[src/hw/rtl/spm_pkg.sv]
// Shared types, constants and shift helpers for the SPI master port.
package spm_pkg;

  localparam int FRAME_BITS = 8;
  localparam int BITS_W     = $clog2(FRAME_BITS + 1);
  localparam int CFG_IDX_W  = 3;
  localparam int CFG_DATA_W = 3;

  localparam logic [CFG_IDX_W-1:0] REG_CLOCK_POLARITY = 3'd0;
  localparam logic [CFG_IDX_W-1:0] REG_CLOCK_PHASE    = 3'd1;
  localparam logic [CFG_IDX_W-1:0] REG_BAUD_SELECT    = 3'd2;
  localparam logic [CFG_IDX_W-1:0] REG_LSB_FIRST      = 3'd3;
  localparam logic [CFG_IDX_W-1:0] REG_PORT_ENABLE    = 3'd4;

  localparam logic [2:0] BAUD_RESET = 3'd5;

  typedef enum logic [1:0] {
    ACT_TICK       = 2'd0,
    ACT_WRITE_DATA = 2'd1,
    ACT_READ_STAT  = 2'd2,
    ACT_READ_DATA  = 2'd3
  } action_e;

  typedef struct packed {
    action_e    action;
    logic [7:0] write_byte;
    logic       miso_level;
  } spm_in_t;

  typedef struct packed {
    logic       sclk_level;
    logic       mosi_level;
    logic [7:0] read_byte;
    logic       rx_not_empty;
    logic       tx_empty;
    logic       busy_flag;
  } spm_out_t;

  typedef struct packed {
    logic       clock_polarity;
    logic       clock_phase;
    logic [2:0] baud_select;
    logic       lsb_first;
    logic       port_enable;
  } spm_cfg_t;

  function automatic logic [FRAME_BITS-1:0] shift_out(input logic [FRAME_BITS-1:0] v,
                                                       input logic lsb);
    if (lsb) begin
      return {1'b0, v[FRAME_BITS-1:1]};
    end
    return {v[FRAME_BITS-2:0], 1'b0};
  endfunction

  function automatic logic [FRAME_BITS-1:0] sample_in(input logic [FRAME_BITS-1:0] v,
                                                       input logic miso,
                                                       input logic lsb);
    if (lsb) begin
      return {miso, v[FRAME_BITS-1:1]};
    end
    return {v[FRAME_BITS-2:0], miso};
  endfunction

endpackage

[src/hw/rtl/spi_master_port_unit.sv]
// Top level of the SPI master port.
// SPI master with one-byte transmit and receive buffers. Every item (tick, data write,
// status read, data read) is worked out when accepted and its result is registered in
// the output register; with the output side not stalling, one item is accepted every
// cycle. The state update and the result are formed in a single pass of logic ahead of
// the result register, which also lets a new item in while the previous result is being
// taken. Configuration is written through the plain write port; the user must write it
// only while no item is in flight (unenforced); indexes past the five defined are ignored.
module spi_master_port_unit import spm_pkg::*; (
  input  logic                  clk_i,
  input  logic                  rst_ni,
  input  logic                  cfg_we_i,
  input  logic [CFG_IDX_W-1:0]  cfg_index_i,
  input  logic [CFG_DATA_W-1:0] cfg_data_i,
  input  logic                  in_valid_i,
  output logic                  in_stall_o,
  input  spm_in_t               in_item_i,
  output logic                  out_valid_o,
  input  logic                  out_stall_i,
  output spm_out_t              out_item_o
);

  spm_cfg_t cfg;
  spm_out_t result;
  logic     accept;

  assign accept = in_valid_i && !in_stall_o;

  spm_cfg_regs u_cfg (
    .clk_i       (clk_i),
    .rst_ni      (rst_ni),
    .cfg_we_i    (cfg_we_i),
    .cfg_index_i (cfg_index_i),
    .cfg_data_i  (cfg_data_i),
    .cfg_o       (cfg)
  );

  spm_core u_core (
    .clk_i    (clk_i),
    .rst_ni   (rst_ni),
    .cfg_i    (cfg),
    .accept_i (accept),
    .item_i   (in_item_i),
    .result_o (result)
  );

  spm_out_reg u_out (
    .clk_i       (clk_i),
    .rst_ni      (rst_ni),
    .in_valid_i  (in_valid_i),
    .in_stall_o  (in_stall_o),
    .result_i    (result),
    .out_valid_o (out_valid_o),
    .out_stall_i (out_stall_i),
    .out_item_o  (out_item_o)
  );

endmodule

[src/hw/rtl/spm_cfg_regs.sv]
// Configuration registers of the SPI master port.
module spm_cfg_regs import spm_pkg::*; (
  input  logic                  clk_i,
  input  logic                  rst_ni,
  input  logic                  cfg_we_i,
  input  logic [CFG_IDX_W-1:0]  cfg_index_i,
  input  logic [CFG_DATA_W-1:0] cfg_data_i,
  output spm_cfg_t              cfg_o
);

  spm_cfg_t cfg_d, cfg_q;

  always_comb begin
    cfg_d = cfg_q;
    if (cfg_we_i) begin
      case (cfg_index_i)
        REG_CLOCK_POLARITY: cfg_d.clock_polarity = cfg_data_i[0];
        REG_CLOCK_PHASE:    cfg_d.clock_phase    = cfg_data_i[0];
        REG_BAUD_SELECT:    cfg_d.baud_select    = cfg_data_i[2:0];
        REG_LSB_FIRST:      cfg_d.lsb_first      = cfg_data_i[0];
        REG_PORT_ENABLE:    cfg_d.port_enable    = cfg_data_i[0];
        default:            cfg_d = cfg_q;
      endcase
    end
  end

  always_ff @(posedge clk_i or negedge rst_ni) begin
    if (!rst_ni) begin
      cfg_q <= '{clock_polarity: 1'b0, clock_phase: 1'b0, baud_select: BAUD_RESET,
                 lsb_first: 1'b0, port_enable: 1'b0};
    end else begin
      cfg_q <= cfg_d;
    end
  end

  assign cfg_o = cfg_q;

endmodule

[src/hw/rtl/spm_core.sv]
// Shifter, prescaler and holding buffers; works out one item and its result.
module spm_core import spm_pkg::*; (
  input  logic     clk_i,
  input  logic     rst_ni,
  input  spm_cfg_t cfg_i,
  input  logic     accept_i,
  input  spm_in_t  item_i,
  output spm_out_t result_o
);

  logic [7:0]            tx_hold_d, tx_hold_q;
  logic                  tx_full_d, tx_full_q;
  logic [FRAME_BITS-1:0] out_sh_d, out_sh_q;
  logic [FRAME_BITS-1:0] in_sh_d, in_sh_q;
  logic [7:0]            rx_hold_d, rx_hold_q;
  logic                  rx_full_d, rx_full_q;
  logic [BITS_W-1:0]     bits_d, bits_q;
  logic [7:0]            presc_d, presc_q;
  logic                  active_d, active_q;

  logic [7:0] presc_inc;
  logic [7:0] half_period;
  logic [7:0] rbyte;

  assign presc_inc   = presc_q + 8'd1;
  assign half_period = 8'd1 << cfg_i.baud_select;

  always_comb begin
    tx_hold_d = tx_hold_q;
    tx_full_d = tx_full_q;
    out_sh_d  = out_sh_q;
    in_sh_d   = in_sh_q;
    rx_hold_d = rx_hold_q;
    rx_full_d = rx_full_q;
    bits_d    = bits_q;
    presc_d   = presc_q;
    active_d  = active_q;
    rbyte     = 8'd0;
    case (item_i.action)
      ACT_TICK: begin
        if (!cfg_i.port_enable) begin
          bits_d   = '0;
          active_d = 1'b0;
          presc_d  = 8'd0;
        end else if (bits_q == '0) begin
          // load tick only: prescaler starts on the next one
          if (tx_full_q) begin
            out_sh_d  = tx_hold_q;
            in_sh_d   = '0;
            tx_full_d = 1'b0;
            bits_d    = BITS_W'(FRAME_BITS);
            presc_d   = 8'd0;
            active_d  = 1'b0;
          end
        end else if (presc_inc < half_period) begin
          presc_d = presc_inc;
        end else begin
          presc_d = 8'd0;
          if (!active_q) begin
            active_d = 1'b1;
            if (!cfg_i.clock_phase) begin
              in_sh_d = sample_in(in_sh_q, item_i.miso_level, cfg_i.lsb_first);
            end else if (bits_q < BITS_W'(FRAME_BITS)) begin
              out_sh_d = shift_out(out_sh_q, cfg_i.lsb_first);
            end
          end else begin
            active_d = 1'b0;
            bits_d   = bits_q - BITS_W'(1);
            if (cfg_i.clock_phase) begin
              in_sh_d = sample_in(in_sh_q, item_i.miso_level, cfg_i.lsb_first);
            end else if (bits_d != '0) begin
              out_sh_d = shift_out(out_sh_q, cfg_i.lsb_first);
            end
            if (bits_d == '0) begin
              rx_hold_d = in_sh_d[7:0];
              rx_full_d = 1'b1;
            end
          end
        end
      end
      ACT_WRITE_DATA: begin
        tx_hold_d = item_i.write_byte;
        tx_full_d = 1'b1;
      end
      ACT_READ_DATA: begin
        rbyte     = rx_hold_q;
        rx_full_d = 1'b0;
      end
      default: begin
      end
    endcase
  end

  always_comb begin
    result_o.sclk_level   = cfg_i.clock_polarity ^ active_d;
    result_o.mosi_level   = cfg_i.lsb_first ? out_sh_d[0] : out_sh_d[FRAME_BITS-1];
    result_o.read_byte    = rbyte;
    result_o.rx_not_empty = rx_full_d;
    result_o.tx_empty     = !tx_full_d;
    result_o.busy_flag    = (bits_d != '0) || tx_full_d;
  end

  always_ff @(posedge clk_i or negedge rst_ni) begin
    if (!rst_ni) begin
      tx_hold_q <= '0;
      tx_full_q <= 1'b0;
      out_sh_q  <= '0;
      in_sh_q   <= '0;
      rx_hold_q <= '0;
      rx_full_q <= 1'b0;
      bits_q    <= '0;
      presc_q   <= '0;
      active_q  <= 1'b0;
    end else if (accept_i) begin
      tx_hold_q <= tx_hold_d;
      tx_full_q <= tx_full_d;
      out_sh_q  <= out_sh_d;
      in_sh_q   <= in_sh_d;
      rx_hold_q <= rx_hold_d;
      rx_full_q <= rx_full_d;
      bits_q    <= bits_d;
      presc_q   <= presc_d;
      active_q  <= active_d;
    end
  end

endmodule

[src/hw/rtl/spm_out_reg.sv]
// Result register between the core and the output channel.
module spm_out_reg import spm_pkg::*; (
  input  logic     clk_i,
  input  logic     rst_ni,
  input  logic     in_valid_i,
  output logic     in_stall_o,
  input  spm_out_t result_i,
  output logic     out_valid_o,
  input  logic     out_stall_i,
  output spm_out_t out_item_o
);

  logic     valid_d, valid_q;
  spm_out_t item_q;
  logic     load;

  // a held item that is being taken frees the slot in the same cycle
  assign in_stall_o = valid_q && out_stall_i;
  assign load       = in_valid_i && !in_stall_o;
  assign valid_d    = load || (valid_q && out_stall_i);

  always_ff @(posedge clk_i or negedge rst_ni) begin
    if (!rst_ni) begin
      valid_q <= 1'b0;
    end else begin
      valid_q <= valid_d;
    end
  end

  always_ff @(posedge clk_i) begin
    if (load) begin
      item_q <= result_i;
    end
  end

  assign out_valid_o = valid_q;
  assign out_item_o  = item_q;

endmodule
[config.mk]
export PLATFORM = sky130hd
export DESIGN_NAME = spi_master_port_unit
export DESIGN_NICKNAME = d
export VERILOG_FILES = /design/src/hw/rtl/spm_pkg.sv /design/src/hw/rtl/spi_master_port_unit.sv /design/src/hw/rtl/spm_cfg_regs.sv /design/src/hw/rtl/spm_core.sv /design/src/hw/rtl/spm_out_reg.sv
export SDC_FILE = /design/constraint.sdc
export NUM_CORES = 1
export LEC_CHECK = 0
export ABC_AREA = 1
export BUFFER_PORTS_ARGS = -buffer_cell sky130_fd_sc_hd__buf_2
export CORE_ASPECT_RATIO = 0.8
export CORE_UTILIZATION = 35
export CTS_BUF_LIST = sky130_fd_sc_hd__clkbuf_8
export CTS_CLUSTER_DIAMETER = 120
export DETAILED_ROUTE_END_ITERATION = 12
export PLACE_DENSITY = 0.48
export SYNTH_ARGS = -nofsm -noshare
export SYNTH_HDL_FRONTEND = slang
export SYNTH_SLANG_ARGS = --single-unit
[constraint.sdc]
create_clock -name clk_i -period 4.3 [get_ports clk_i]
set_input_delay 0.645 -clock clk_i [delete_from_list [all_inputs] [get_ports clk_i]]
set_output_delay 0.645 -clock clk_i [all_outputs]
set_load 0.05 [all_outputs]
# Word level (Yosys, flattened, before mapping)
# Index checks and enable logic that the tools add are counted.
[word_totals] output_inout_bits=15 mem_count=0 in_bits=22 latch_bits=0 ramBits=0 ff_bits=68 word_cells=140 rom_bits=0
[classes] shifts=1 eq_ne=11 n_bitwise=3 div=0 magnitude_cmp=2 muxes=74 multipliers=0 n_reduce_logical=25 add_sub_neg=2
[op_table] operator="two-way mux 8 bit" count=25
[op_table] operator="two-way mux 1 bit" count=41
[op_table] operator="two-way mux 4 bit" count=6
[op_table] operator="AND reduction 2 bit" count=6
[op_table] operator="AND reduction 9 bit" count=1
[op_table] operator="nonzero test 3 bit" count=3
[op_table] operator="adder 8 x 1 -> 8 bit, second input constant" count=1
[op_table] operator="zero test 4 bit" count=2
[op_table] operator="less-than comparator 8 bit" count=1
[op_table] operator="nonzero test 4 bit" count=2
[op_table] operator="left shift 1 x 3 -> 8 bit, first input constant" count=1
[op_table] operator="AND reduction 7 bit" count=1
[op_table] operator="== test 3 x 2 -> 1 bit, second input constant" count=2
[op_table] operator="AND reduction 6 bit" count=1
[op_table] operator="less-than comparator 4 bit, second input constant" count=1
[op_table] operator="!= test 2 x 1 -> 1 bit, second input constant" count=2
[op_table] operator="case mux 1 bit (2 select lines)" count=2
[op_table] operator="subtractor 4 x 1 -> 4 bit, second input constant" count=1
[op_table] operator="== test 3 x 1 -> 1 bit, second input constant" count=1
[op_table] operator="== test 3 bit, second input constant" count=1
[op_table] operator="zero test 3 bit" count=1
[op_table] operator="!= test 3 x 1 -> 1 bit, second input constant" count=1
[op_table] operator="!= test 3 x 2 -> 1 bit, second input constant" count=1
[op_table] operator="!= test 3 bit, second input constant" count=1
[op_table] operator="9 further kinds" count=13

# Depth between registers and ports, before layout
# Gate-level depths: netlist of run 1.
[depth] depth_word=18 depth_mapped=20 ltp_nobuf=19

# Cells and area by module
# Synthesis of run 1 repeated with hierarchy kept, for this count alone.
[unflattened] cells_unflattened=505 hier_area_um2=3988.8
[modules_own_cells] mod="spm_core" n_inst=1 area_per_inst_um2=3205.6 cells_per_inst=440 seq_area_each_um2=1176.1
[modules_own_cells] mod="spm_out_reg" n_inst=1 area_per_inst_um2=435.4 cells_per_inst=19 seq_area_each_um2=415.4
[modules_own_cells] mod="spm_cfg_regs" n_inst=1 area_per_inst_um2=337.8 cells_per_inst=44 seq_area_each_um2=177.7
[modules_own_cells] mod="spi_master_port_unit" n_inst=1 area_per_inst_um2=10.0 cells_per_inst=2 seq_area_each_um2=0.0

# Worst setup path after synthesis of run 1
# OpenSTA, ideal clock, no wires.
[synth_path] path_type="reg-to-reg" from="reg u_core.presc_q[0]" to="reg u_out.item_q, in the netlist u_out.out_item_o[0], data pin" synth_period_minus_slack_ns=2.524 setup_time_ns=0.254 path_buffers=1 arrival_time_ns=2.270 stages_incl_launch_ff=17 slack_ns=1.776 path_cell_list="dfrtp_1 -> nand3_1 -> nor2_1 -> inv_1 -> nor3_1 -> xor2_1 -> inv_1 -> ha_1 -> nand2_1 -> nor2_1 -> a211oi_1 -> nand2_2 -> buf_6 -> o211ai_1 -> nand2_1 -> nor2_1 -> nand2_1"
[synth_rtl] item="start: declaration" line_no="spm_core.sv:18" text="logic [7:0] presc_d, presc_q;"
[synth_rtl] item="start signal: assignment" line_no="spm_core.sv:122" text="presc_q <= presc_d;"
[synth_rtl] item="end signal: assignment" line_no="spm_out_reg.sv:32" text="item_q <= result_i;"
[synth_rtl] item="end: declaration" line_no="spm_out_reg.sv:14" text="spm_out_t item_q;"

# Final worst setup path of run 1
[layout_path] from="reg u_core.presc_q[0]" to="reg u_core.out_sh_q[1]"
[layout_between] elab_chain_cells=4
[layout_lines] item="adder 8 x 1 -> 8 bit" line_no="spm_core.sv:25" text="assign presc_inc = presc_q + 8'd1;"
[layout_lines] item="less-than comparator 8 bit" line_no="spm_core.sv:55" text="end else if (presc_inc < half_period) begin"
[layout_lines] item="!= test 2 x 1 -> 1 bit (no source line)"
[layout_lines] item="AND reduction 9 bit (no source line)"
[layout_lines] item="end signal: assignment" line_no="spm_core.sv:117" text="out_sh_q <= out_sh_d;"
[layout_lines] item="end: declaration" line_no="spm_core.sv:13" text="logic [FRAME_BITS-1:0] out_sh_d, out_sh_q;"
# No other way between the ends.
# A chain may end at the register's enable or synchronous reset.

==> results of run 1 <==
==> worst max-delay path: stages, from the launching register on <==
cell,delay [ns]
dfrtp_1,0.40
nand3_1,0.11
nor2_1,0.10
inv_1,0.07
nor3_1,0.17
xor2_1,0.21
inv_1,0.07
ha_1,0.32
nand2_1,0.08
nor2_1,0.04
a211oi_1,0.21
nand2_2,0.23
inv_2,0.13
nand2_2,0.10
o211ai_2,0.30
nand2_1,0.13
o21ai_1,0.11
==> cell type report <==
type,instances,area share (%)
Clock buffer,9,2.79
Clock inverter,7,1.52
Inverter,78,6.60
Multi-Input combinational cell,328,40.9
Sequential cell,68,39.9
Tap cell,144,4.06
Timing Repair Buffer,37,4.23
==> registers in the layout, indices dropped and copies added (netlist names) <==
name / count
u_out.out_valid_o: 1
u_core.in_sh_q: 8
u_core.rx_hold_q: 8
u_core.presc_q: 8
u_core.tx_hold_q: 8
u_core.out_sh_q: 8
u_out.out_item_o: 13
u_core.tx_full_q: 1
u_core.rx_full_q: 1
u_core.active_q: 1
u_cfg.cfg_o: 7
u_core.bits_q: 4
==> worst min-delay path by stage <==
stage                                   start                  end
after floorplan                        rst_ni       u_cfg.cfg_o[0]
after global placement       u_core.rx_full_q     u_core.rx_full_q
after detailed placement  u_core.rx_hold_q[2]  u_core.rx_hold_q[2]
after CTS                              rst_ni  u_core.rx_hold_q[2]
after global routing             in_item_i[8]  u_core.tx_hold_q[7]
final                                  rst_ni    u_out.out_valid_o
==> power by group through the flow <==
| stage | Sequential [mW] | Combinational [mW] | Clock, mW |
|---|---|---|---|
| floorplan | 0.903 | 0.669 | 0 |
| global placement | 0.925 | 0.804 | 0 |
| detailed placement | 0.927 | 0.816 | 0 |
| CTS | 0.915 | 0.822 | 0.543 |
| global route | 0.935 | 0.953 | 0.573 |
| finish | 0.914 | 0.819 | 0.518 |
==> stage by stage <==
stage          power [mW]  utilization [%]
2_1_floorplan        1.57                -
3_3_place_gp         1.73             38.7
5_1_grt              2.46             40.4
4_1_cts              2.28             40.4
6_report             2.25             40.4
3_5_place_dp         1.74             38.7
==> metal layers <==
layer,wire [microns],GRT usage [%]
met1,4390,24.3
met2,3730,24.9
met3,519,4.46
met4,112,5.41
met5,0,0
==> logic make-up after synthesis <==
group / after synthesis / share of synthesized area, %
adders and majority gates: 13 / 4.08
muxes: 7 / 1.82
xor gates and xnor gates: 5 / 1.10
AOI/OAI and AO/OA: 108 / 16.9
and+or+nand+nor: 195 / 21.7
DFF: 68 / 44.4
buffers and inverters: 94 / 10.1
==> cells in the final DEF (no fill, tap or decap), drive strengths merged, types with 3 or more instances in the layout <==
| cell type | Yosys | final |
|---|---|---|
| a21boi | 3 | 3 |
| a21oi | 19 | 19 |
| buf | 9 | 37 |
| clkbuf | 7 | 9 |
| clkinv | 0 | 3 |
| clkinvlp | 0 | 3 |
| dfrtp | 53 | 53 |
| edfxtp | 13 | 13 |
| ha | 13 | 13 |
| inv | 78 | 78 |
| mux2i | 5 | 5 |
| nand2 | 132 | 132 |
| nand3 | 24 | 24 |
| nand4 | 4 | 4 |
| nor2 | 28 | 28 |
| nor3 | 3 | 3 |
| o21ai | 64 | 64 |
| o22ai | 12 | 12 |
| o32ai | 3 | 3 |
| xor2 | 5 | 5 |
==> flow_summary.json, run 1 <==
{
  "p_per_area_nw_per_um2": 507,
  "synth_edf_count": 13,
  "gp_congestion": 0.827,
  "syn_nets": 525,
  "synth_area_sq_um": 3990,
  "fmax_ghz": 0.349,
  "hold_viol": 0,
  "worst_slew_pin_slew_ns": 0.874,
  "whs_ns": 0.439,
  "startpoint": "u_core.presc_q[0]",
  "nets": 557,
  "cts_buffers": 9,
  "maxSlewHeadroom_pct": 41.7,
  "drv_slew": 0,
  "start_util_pct": 36.3,
  "setup_viol": 0,
  "antenna_found_initial": 0,
  "dp_hpwl_mm": 6.15,
  "viasPerCell": 4.87,
  "pwr-share-clk_pct": 23.0,
  "clockBufferDepth": 2,
  "reg2regPathDepth": 16,
  "placed_cell_area_sq_um": 4250,
  "synthDistinctLibCells": 39,
  "async_reset_ff_share_pct": 80.9,
  "multi_input_area_sq_um": 1820,
  "synth_top_area_share_pct": 33.3,
  "antenna_cells": 0,
  "grt_usage_pct": 17.1,
  "ir_drop_v": 0.000297,
  "synthFlopType": "dfrtp_1",
  "crit_path_end": "u_core.out_sh_q[1]",
  "finalWirelength_mm": 8.75,
  "io_pins": 37,
  "ant_nets": 0,
  "cp_max_fo": 12,
  "fin_crit_ns": 2.87,
  "status": "completed",
  "vias": 3268,
  "intPower_mw": 1.32,
  "fp.dieW_microns": 121,
  "place_inst": 655,
  "worst_slack_ns": 1.43,
  "start_kind": "flop",
  "seq_area_sq_um": 1770,
  "cts_hold_buffers": 0,
  "grt_pass1_vias": 3159,
  "arrival_ns": 3.14,
  "die_h_microns": 97.5,
  "nFillCells": 1175,
  "area_growth_pct": 11.3,
  "h-tree-depth": 3,
  "max_cap_viol_count": 0,
  "drive_above_1_share_pct": 18.0,
  "seq_area_frac_synth_pct": 44.4,
  "clkSlewWorstSetupHoldPaths_ns": 0.07,
  "rows": 34,
  "endpoint_kind": "flop",
  "hold_path_class": "in2async",
  "overflow": 0,
  "clock-root-buffer": "clkbuf_8",
  "grt_max_degree": 56,
  "dr.pass1.iters": 4,
  "power_switching_uw": 927,
  "ys_ff_latch": 68,
  "power_frac_seq_pct": 40.6,
  "drc": 0,
  "die_area_sq_um": 11800,
  "tritoncts": "yes",
  "port_buffers": 36,
  "synth_area_leaders": "dfrtp_1 (33%), nand2_1 (12%), edfxtp_1 (9.8%)",
  "reg2reg_to": "u_core.out_sh_q[1]",
  "r2r-start": "u_core.presc_q[0]",
  "grt_pass1_wl_mm": 15.6,
  "cts.repair.resized": 0,
  "leakagePower_nw": 2.19,
  "clock_latency_ns": 0.35,
  "path_class": "reg2reg",
  "final_cells": 671,
  "wl_per_cell_microns": 13.0,
  "synth_top_area_cell": "dfrtp_1",
  "netSwitchingFraction_pct": 41.2,
  "cp.required_ns": 4.57,
  "drt-initial-drc-count": 181,
  "yosys_warnings": 0,
  "postCtsSetupBuffers": 0,
  "avgSynthCellArea_sq_um": 8.14,
  "fin_crit_sh_pct": 66.7,
  "rsz0062_at_grt": "false",
  "syn_inst": 490,
  "cts_sinks": 68,
  "rrSetupSlack_ns": 1.43,
  "pwr-share-comb_pct": 36.4,
  "clock_skew_ns": 0.00637,
  "synth_common_cells": "nand2_1 (123), inv_1 (72), dfrtp_1 (53), o21ai_0 (41), nor2_1 (24)",
  "tns_ns": 0,
  "design_area_sq_um": 4440,
  "synth.most_common_cell": "nand2_1",
  "core_area_sq_um": 11000,
  "place_ws_ns": 1.42
}
No activity file was read; power rests on OpenSTA's default activity.
==> run 2, diff against run 1 <==
--- a/config.mk
+++ b/config.mk
@@ -12,7 +12,7 @@
 export CTS_BUF_LIST = sky130_fd_sc_hd__clkbuf_8
 export CTS_CLUSTER_DIAMETER = 120
 export DETAILED_ROUTE_END_ITERATION = 12
-export PLACE_DENSITY = 0.48
+export PLACE_DENSITY = 0.5
 export SYNTH_ARGS = -nofsm -noshare
 export SYNTH_HDL_FRONTEND = slang
 export SYNTH_SLANG_ARGS = --single-unit
==> constraint.sdc (replaced) <==
create_clock -name clk_i -period 2.6 [get_ports clk_i]
set_input_delay 0.39 -clock clk_i [delete_from_list [all_inputs] [get_ports clk_i]]
set_output_delay 0.39 -clock clk_i [all_outputs]
set_load 0.05 [all_outputs]
==> flow_summary.json, run 2 (synthesis gave the netlist of run 1 again) <==
{
  "r2r-start": "u_core.presc_q[0]",
  "gp_congestion": 0.829,
  "p_total_mw": 4.07,
  "rsz0062_at_grt": "true",
  "fp.dieW_microns": 121,
  "ant_nets": 0,
  "grt_usage_pct": 16.7,
  "antenna_found_initial": 0,
  "io_pins": 37,
  "viasPerCell": 4.80,
  "tritoncts": "yes",
  "whs_ns": 0.266,
  "nets": 586,
  "h-tree-depth": 3,
  "rrSetupSlack_ns": -0.03,
  "die_h_microns": 97.5,
  "dr.pass1.iters": 4,
  "cts_buffers": 9,
  "setup_viol": 2,
  "design_area_sq_um": 4900,
  "cts_sinks": 68,
  "ir_drop_v": 0.000362,
  "grt_pass1_vias": 3153,
  "cp.required_ns": 2.71,
  "reg2regPathDepth": 16,
  "drive_above_1_share_pct": 26.6,
  "rows": 34,
  "antenna_cells": 0,
  "die_area_sq_um": 11800,
  "port_buffers": 36,
  "fin_crit_ns": 2.63,
  "drc": 0,
  "clkSlewWorstSetupHoldPaths_ns": 0.08,
  "cp_max_fo": 4,
  "grt_max_degree": 26,
  "area_growth_pct": 22.9,
  "overflow": 0,
  "endpoint_kind": "flop",
  "place_ws_ns": -0.120,
  "max_cap_viol_count": 0,
  "vias": 3360,
  "hold_viol": 0,
  "start_kind": "flop",
  "reg2reg_to": "u_out.out_item_o[12]",
  "clock_skew_ns": 0.0126,
  "placed_cell_area_sq_um": 4400,
  "clock_latency_ns": 0.36,
  "hold_path_class": "in2reg",
  "crit_path_end": "u_out.out_item_o[12]",
  "largest_reg_flops": 13,
  "final_common_cell": "nand2_1",
  "grt_pass1_wl_mm": 15.5,
  "layout_common_cells": "nand2_1 (116), inv_1 (71), dfrtp_1 (53)",
  "arrival_ns": 2.74,
  "status": "finished, violations left",
  "worst_slack_ns": -0.0324,
  "fin_crit_sh_pct": 101,
  "core_area_sq_um": 11000,
  "leakagePower_nw": 2.36,
  "startpoint": "u_core.presc_q[0]",
  "worst_slew_pin_slew_ns": 0.662,
  "wl_per_cell_microns": 13.1,
  "violations": "negative setup slack",
  "path_class": "reg2reg",
  "start_util_pct": 36.3,
  "clockBufferDepth": 2,
  "finalWirelength_mm": 9.20,
  "maxSlewHeadroom_pct": 55.6,
  "clock-root-buffer": "clkbuf_8",
  "fmax_ghz": 0.380,
  "dp_hpwl_mm": 6.45,
  "p_per_area_nw_per_um2": 831,
  "drv_slew": 0,
  "drt-initial-drc-count": 138
}
==> run 2: cell types whose count changed in the layout (fill, tap and decap cells not counted), moves of 4 or more <==
cell     delta
nand2_4     +5
o21ai_0     -4
nand2_1     -7
buf_4      +23
==> run 2: power by group <==
part | internal (mW) | switching, mW
combinational | 0.595 | 1.00
clock | 0.544 | 0.450
sequential | 1.31 | 0.174
==> run 2: how the worst min path moves through the flow <==
stage,from,endpoint,slack [ns],cells after the start
6_report,in_item_i[1],u_core.tx_hold_q[0],0.27,2
4_1_cts,out_stall_i,u_out.out_valid_o,0.25,3
5_1_grt,in_item_i[1],u_core.tx_hold_q[0],0.26,2
3_5_place_dp,rst_ni,u_cfg.cfg_o[3],0.36,1
2_1_floorplan,rst_ni,u_cfg.cfg_o[0],0.09,0
3_3_place_gp,rst_ni,u_cfg.cfg_o[3],0.36,1
==> run 2: layer usage <==
layer	vias up	share of wire [%]	GRT usage, %
met3	13	5.1	4.75
li1	1725	-	-
met4	0	1.4	5.03
met1	1561	51	24.5
met5	-	0	0
met2	61	42	23.6
==> run 2: repair_timing <==
item,in CTS,in global routing
endpoints found under the setup margin,39,42
setup buffers,4,3
hold buffers,1,0
resized for setup,13,30
endpoints found under the hold margin,14,0
pin swaps,9,15
cloned,1,1
==> run 2: layout make-up <==
cell class,count,area (sq um)
clock buffers,9,124
clock inverters,7,101
fillers,1105,6080
inverters,78,298
multi-input cells,330,2000
flip-flops and latches,68,1770
well taps,144,180
repair buffers,64,425
==> run 2: critical path, cell delays in order, from the launching register on <==
cell	delay, ns
dfrtp_1	0.40
nand3_2	0.11
nor2_2	0.12
inv_2	0.07
nor3_4	0.16
xor2_1	0.20
inv_1	0.10
ha_4	0.29
nand2_1	0.05
nor2_1	0.08
nand2_1	0.11
nand2_2	0.14
nand3_4	0.12
buf_4	0.16
nand3_1	0.09
nand2_1	0.07
xor2_1	0.14
==> run 2: stage by stage <==
step                      instances  util, %  setup TNS (ns)
final                           700     44.6         -0.0445
after global placement          674     40.1          -0.270
after global routing            700     44.6           -5.14
after CTS                       696     43.2         -0.0916
after floorplan                 490        -               0
after detailed placement        674     40.1           -2.26
